`src/rtl/dpt_pkg.sv`:
```
// ============================================================================
// dpt_pkg: shared definitions for the demand paging translator
// Sizes, derived widths, the queue item type, the control structs between
// the front and back parts, and the state type of the back sequencer.
// ============================================================================
package dpt_pkg;

    localparam int PAGE_COUNT    = 256;
    localparam int PAGE_BYTES    = 4096;
    localparam int PROCESS_COUNT = 16;
    localparam int FRAME_COUNT   = 1024;

    localparam int PROC_IN_W = 4;
    localparam int VA_W      = 20;
    localparam int PA_W      = 22;

    localparam int OFFSET_W    = $clog2(PAGE_BYTES);
    localparam int PAGE_W      = $clog2(PAGE_COUNT);
    localparam int PROC_W      = $clog2(PROCESS_COUNT);
    localparam int FRAME_W     = $clog2(FRAME_COUNT);
    localparam int FRAME_CNT_W = $clog2(FRAME_COUNT + 1);
    localparam int SLOT_COUNT  = PROCESS_COUNT * PAGE_COUNT;
    localparam int SLOT_W      = $clog2(SLOT_COUNT);
    localparam int TBL_W       = FRAME_W + 1;

    localparam int QUEUE_DEPTH = 2;
    localparam int QPTR_W      = $clog2(QUEUE_DEPTH);
    localparam int QCNT_W      = $clog2(QUEUE_DEPTH + 1);

    typedef struct packed {
        logic [PROC_W-1:0]   proc;
        logic [PAGE_W-1:0]   page;
        logic [OFFSET_W-1:0] offset;
    } q_item_t;

    typedef struct packed {
        logic    valid;
        q_item_t item;
    } front_to_back_t;

    typedef struct packed {
        logic pop;
        logic enable;
    } back_to_front_t;

    typedef enum logic [1:0] {
        BK_CLEAR,
        BK_IDLE,
        BK_LOOKUP
    } back_state_t;

endpackage

```
`src/rtl/dpt_front.sv`:
```
// ============================================================================
// dpt_front: request intake and queue
// Accepts items, splits the address into page and offset, and holds them in
// a short queue for the back part.
// ============================================================================
module dpt_front (
    input  logic                            clk,
    input  logic                            rst_n,
    input  logic                            in_valid,
    output logic                            in_ready,
    input  logic [dpt_pkg::PROC_IN_W-1:0]   process_number,
    input  logic [dpt_pkg::VA_W-1:0]        virtual_address,
    input  dpt_pkg::back_to_front_t         bk_ctl,
    output dpt_pkg::front_to_back_t         fr_req
);
    import dpt_pkg::*;

    q_item_t           queue_reg [QUEUE_DEPTH];
    logic [QPTR_W-1:0] wr_ptr_reg, wr_ptr_next;
    logic [QPTR_W-1:0] rd_ptr_reg, rd_ptr_next;
    logic [QCNT_W-1:0] count_reg, count_next;
    q_item_t           new_item;
    logic              push;
    logic              pop;

    assign in_ready = bk_ctl.enable && (count_reg != QCNT_W'(QUEUE_DEPTH));
    assign push     = in_valid && in_ready;
    assign pop      = bk_ctl.pop;

    always_comb
    begin
        new_item.proc   = PROC_W'(process_number);
        new_item.page   = PAGE_W'(virtual_address >> OFFSET_W);
        new_item.offset = virtual_address[OFFSET_W-1:0];
    end

    always_comb
    begin
        wr_ptr_next = push ? wr_ptr_reg + QPTR_W'(1) : wr_ptr_reg;
        rd_ptr_next = pop ? rd_ptr_reg + QPTR_W'(1) : rd_ptr_reg;
        case ({push, pop})
            2'b10:   count_next = count_reg + QCNT_W'(1);
            2'b01:   count_next = count_reg - QCNT_W'(1);
            default: count_next = count_reg;
        endcase
    end

    always_ff @(posedge clk)
    begin
        if (push)
        begin
            queue_reg[wr_ptr_reg] <= new_item;
        end
    end

    always_ff @(posedge clk or negedge rst_n)
    begin
        if (!rst_n)
        begin
            wr_ptr_reg <= '0;
            rd_ptr_reg <= '0;
            count_reg  <= '0;
        end
        else
        begin
            wr_ptr_reg <= wr_ptr_next;
            rd_ptr_reg <= rd_ptr_next;
            count_reg  <= count_next;
        end
    end

    assign fr_req.valid = (count_reg != '0);
    assign fr_req.item  = queue_reg[rd_ptr_reg];

endmodule

```
`config.mk`:
```
export PLATFORM = sky130hd
export DESIGN_NAME = dpt_front
export DESIGN_NICKNAME = d
export VERILOG_FILES = /design/src/rtl/dpt_pkg.sv /design/src/rtl/dpt_front.sv
export SDC_FILE = /design/constraint.sdc
export NUM_CORES = 1
export LEC_CHECK = 0
export ABC_AREA = 1
export BUFFER_PORTS_ARGS = -buffer_cell sky130_fd_sc_hd__buf_2
export CORE_ASPECT_RATIO = 0.7
export CORE_UTILIZATION = 40
export CTS_BUF_LIST = sky130_fd_sc_hd__clkbuf_16
export DETAILED_ROUTE_END_ITERATION = 10
export MAX_ROUTING_LAYER = met4
export SYNTH_ARGS = -nofsm -noshare
export SYNTH_HDL_FRONTEND = slang
export SYNTH_SLANG_ARGS = --single-unit
```
`constraint.sdc`:
```
create_clock -name clk -period 2.37 [get_ports clk]
set_input_delay 0.1185 -clock clk [delete_from_list [all_inputs] [get_ports clk]]
set_output_delay 0.1185 -clock clk [all_outputs]
set_load 0.02 [all_outputs]
```
* Word level (Yosys, flattened, before mapping)
Memory sizes are Yosys's and may differ from the RTL's.
Cells that the tools add are included.
** Storage, ports and cells
- Bits of input ports :: 29
- Output and inout port bits :: 26
- Word-level logic and storage cells :: 18
- Memories kept :: 1
- RAM bits :: 48
- Bits in read-only memories :: 0
- Latch bits :: 0
- Register bits after elaboration :: 4
** Operators by class
- Divide/modulo/power cells :: 0
- Bitwise logic cells :: 0
- Magnitude comparators :: 0
- Equality and inequality tests :: 3
- Multiplexer cells :: 3
- Shift operators :: 0
- $add $sub $neg :: 4
- Multiply operators :: 0
- Reductions and logical operators :: 4
** Memories
- queue_reg :: words 2, width 24, rd ports 1, clocked after memory_dff 0, wr ports 1, RTL line dpt_front.sv:18 : q_item_t queue_reg [QUEUE_DEPTH];
** Operators with widths (count)
- 2-bit case mux with 2 select lines :: 1
- 2-bit nonzero test :: 2
- 1-bit adder, second input constant :: 2
- 2-bit by 1-bit adder with 2-bit output, second input constant :: 1
- 2-bit by 1-bit equality test with 1-bit output, second input constant :: 1
- 2-bit equality test, second input constant :: 1
- 1-bit logical AND :: 2
- 1-bit two-way mux :: 2
- 2-bit inequality test, second input constant :: 1
- 2-bit by 1-bit subtractor with 2-bit output, second input constant :: 1

* Logic depth before layout (Yosys ltp)
- Depth after elaboration :: 5
- Gate-level depth with buffers :: 9
- Gate-level depth less buffers :: 9

* Worst setup path after synthesis
Ideal clock, no wire load.
- Path kind :: register to register
- Start point :: register count_reg[0]
- End point :: memory queue_reg[1][0] (netlist bit) (enable)
- Data required time :: 1.965 ns
- Clock period less this slack :: 2.032 ns
- Arrival :: 1.627 ns
- Path buffers :: 0
- Cell stages (with the launch flop) :: 5
- Library setup time :: 0.405 ns
- Slack :: 0.338 ns
- Cells stage by stage :: dfrtp_1 inv_1 nand2_1 nand3_2 nor2_1
** Between the ends
- Cells in the longest elaborated chain, start to end :: 5
** RTL lines
- start: declaration :: RTL line dpt_front.sv:21 : logic [QCNT_W-1:0] count_reg, count_next;
- start signal: assignment :: RTL line dpt_front.sv:68 : count_reg <= count_next;
- 2-bit inequality test :: RTL line dpt_front.sv:26 : assign in_ready = bk_ctl.enable && (count_reg != QCNT_W'(QUEUE_DEPTH));
- 1-bit logical AND :: RTL line dpt_front.sv:26
- 1-bit logical AND :: RTL line dpt_front.sv:27 : assign push = in_valid && in_ready;
- 1-bit two-way mux :: RTL line dpt_front.sv:50 : if (push)
- 1-bit two-way mux (implied by the code) :: RTL line dpt_front.sv:52 : queue_reg[wr_ptr_reg] <= new_item;
- end: declaration :: RTL line dpt_front.sv:18
Every way passes these cells.

* Worst setup path in the final report
- Start point :: register count_reg[0]
- End point :: memory queue_reg[0][18] (netlist bit) (enable)
Same word-level chain as after synthesis.

==> results.ini <==
[clock_tree]
cts_tree=yes
cts_sinks=52
clk_latency_ns=0.28
cts.path.max_buffers=2
cts_buffers=5
post_cts_buffers=0
htree_levels=2
hold_buffers=1
post_cts_resized=0
clkTransAtPathRegs_ns=0.06
cts_root_buffer=clkbuf_16

[detailed_routing]
wl_per_cell_um=11.41
ant_nets=0
drcViolationCount=0
drt_wl_total_um=3229
drtIter0Drc=54
avgViaCountPerCell=4.293
drt_first_pass_iters=4
num_vias=1215

[worst_setup_path]
reg2regPathDepth=5
crit_arrival_ns=1.68
crit_fanout=13
cp-startpoint=count_reg[0]
r2r_slack_ns=0.67
end_kind=register
path_cells=inv_1 > nand2_1 > nand4_1 > inv_1 > buf_4
cp_common_cell=inv_1
cp_slowest_cell=inv_1
r2r_end=queue_reg[0][18]
worstSetupPathType=register to register
r2r-start=count_reg[0]
max_stage_delay_ns=0.41
startpoint_type=register
cp.required_ns=2.35

[final_layout]
multi_input_area_sq_um=349.1
largest_reg_flops=48
n_fill_cell=436
final_cell_count_no_fill=283
n_antenna_cell=0
syn_to_final_growth_pct=25.31
final-seq-area_sq_mm=0.001543
drive_above_1_share_pct=36.45
nets=243

[placement]
place_ws_ns=0.6558
place_hpwl_um=2331
routabilityCongestion=0.8469
placed_cells=274
numPortBuffers=54

[floorplan]
fp.coreArea_sq_mm=0.004835
placementRows=21
die_x_um=87.29
start_util_pct=42.13
die_h_um=61.71
io_pins=55
dieArea_sq_mm=0.005386

[sta]
hold_viol_final=0
worst_pin_slew_ns=0.5481
rsz0062_at_grt=no
slew_headroom_pct=63.42
setup_tns_ns=0
timing.final.crit_share_pct=71.75
final.min_clock_period_ns=1.700
skew_ns=0.003903
timing.final.ws_setup_ns=0.6695
fin_hold_ws_ns=0.02374
fmax_mhz=588.1
finalSetupViolCount=0
slew_violations=0

[global_routing]
grt_usage_pct=13.24
gr-total-overflow=0
grt_pass1_vias=1077
grt_pass1_wl_um=4961
grt_max_degree=30
antenna_found_initial=0

[pwr]
max-vdd-ir-drop_uv=566.1
p_comb_share_pct=32.6
p_int_mw=1.855
p_leak_nw=1.109
p_switching_mw=1.004
clkPwrFrac_pct=23.2
p_sw_share_pct=35.11
power_frac_seq_pct=44.2
p_per_area_mw_per_mm2=1120

[synthesis]
synth_seq_cells=52
synth_cells=152
postSynthNetCount=182
synth_area_per_cell_sq_um=13.40
syn-cell-area_sq_mm=0.002037
ys_warn_count=0
ys_types=17
seq_area_frac_synth_pct=75.68

[hold_path]
holdPathStages=1
min_from=virtual_address[9]
worstHoldPathType=input pin to register
hold_end=queue_reg[1][9]

[outcome]
status=finished clean

[job]
cap_violations=0

==> worst max path at each step <==
stage                     slack, ns               end  cells past startpoint
after CTS                      0.64  queue_reg[0][18]                      5
after detailed placement       0.66  queue_reg[0][17]                      5
final                          0.67  queue_reg[0][18]                      5
after floorplan                0.34   queue_reg[1][0]                      4
after global routing           0.53  queue_reg[0][18]                      5
after global placement         0.72  queue_reg[0][17]                      5
==> worst max-delay path, delay by kind of cell (launching register included) <==
family	cells	cell delay (ns)
buffers and inverters	3	0.81
DFF	1	0.37
and+or+nand+nor	2	0.21
==> cell type report <==
type,count,area share [%]
Timing Repair Buffer,59,12.65
Inverter,30,4.412
Clock inverter,3,0.5392
Clock buffer,5,4.902
Sequential cell,52,60.44
Tap cell,69,3.382
Multi-Input combinational cell,65,13.68
==> cell usage after synthesis <==
cell | instances | area share (%)
buf_6 | 1 | 0.55
nor2_1 | 1 | 0.18
dfrtp_1 | 4 | 4.9
nand4_1 | 2 | 0.61
nand3_1 | 1 | 0.25
nand2_1 | 32 | 5.9
buf_4 | 2 | 0.74
inv_1 | 30 | 5.5
edfxtp_1 | 48 | 71
o21ai_2 | 10 | 4.3
a21boi_0 | 1 | 0.37
xnor2_1 | 1 | 0.43
xor2_1 | 1 | 0.43
ha_1 | 1 | 0.61
nand3_2 | 1 | 0.49
buf_2 | 2 | 0.49
o21ai_0 | 14 | 3.4
==> cell usage in the layout (no fill, tap or decap) <==
cell type and instances:
buf_2 54, edfxtp_1 48, nand2_1 32, inv_1 30
o21ai_0 14, o21ai_2 10, clkbuf_16 5, dfrtp_1 3
buf_4 3, nand4_1 2, clkinv_2 2, a21boi_0 1
nand3_2 1, nor2_2 1, xnor2_1 1, xor2_1 1
nand3_1 1, ha_1 1, clkinv_1 1, dlygate4sd3_1 1
buf_12 1, dfrtp_2 1
==> metal layers <==
metal  global-route usage, %  wire length, um  share of wire [%]  vias to the layer above
li1                        -                -                  -                      629
met1                   18.01             1676                 52                      545
met2                   19.31             1378                 43                       39
met3                   3.567              164                5.1                        2
met4                   4.918                9               0.28                        0
met5                       -                0                  0                        -
==> logic make-up after synthesis <==
family | Yosys count | share of synthesized area, %
buffers and inverters | 35 | 7.309
AOI/OAI and AO/OA | 25 | 8.108
adders and majority gates | 1 | 0.6142
xor gates and xnor gates | 2 | 0.8601
DFF | 52 | 75.68
and+or+nand+nor | 37 | 7.432
==> through the flow <==
step	instance area, sq um	power, mW	utilization [%]
global placement	2404	2.211	49.72
detailed placement	2404	2.228	49.72
floorplan	2037	1.920	-
finish	2552	2.859	52.80
CTS	2552	2.895	52.80
global route	2552	3.032	52.80
==> power groups by stage <==
| stage | sequential, mW | combinational [mW] | clock (mW) |
|---|---|---|---|
| after floorplan | 1.21 | 0.710 | 0 |
| after global placement | 1.28 | 0.930 | 0 |
| after detailed placement | 1.28 | 0.943 | 0 |
| after CTS | 1.26 | 0.948 | 0.682 |
| after global routing | 1.28 | 1.03 | 0.722 |
| final | 1.26 | 0.932 | 0.664 |
Power figures use the tool's default switching activity.
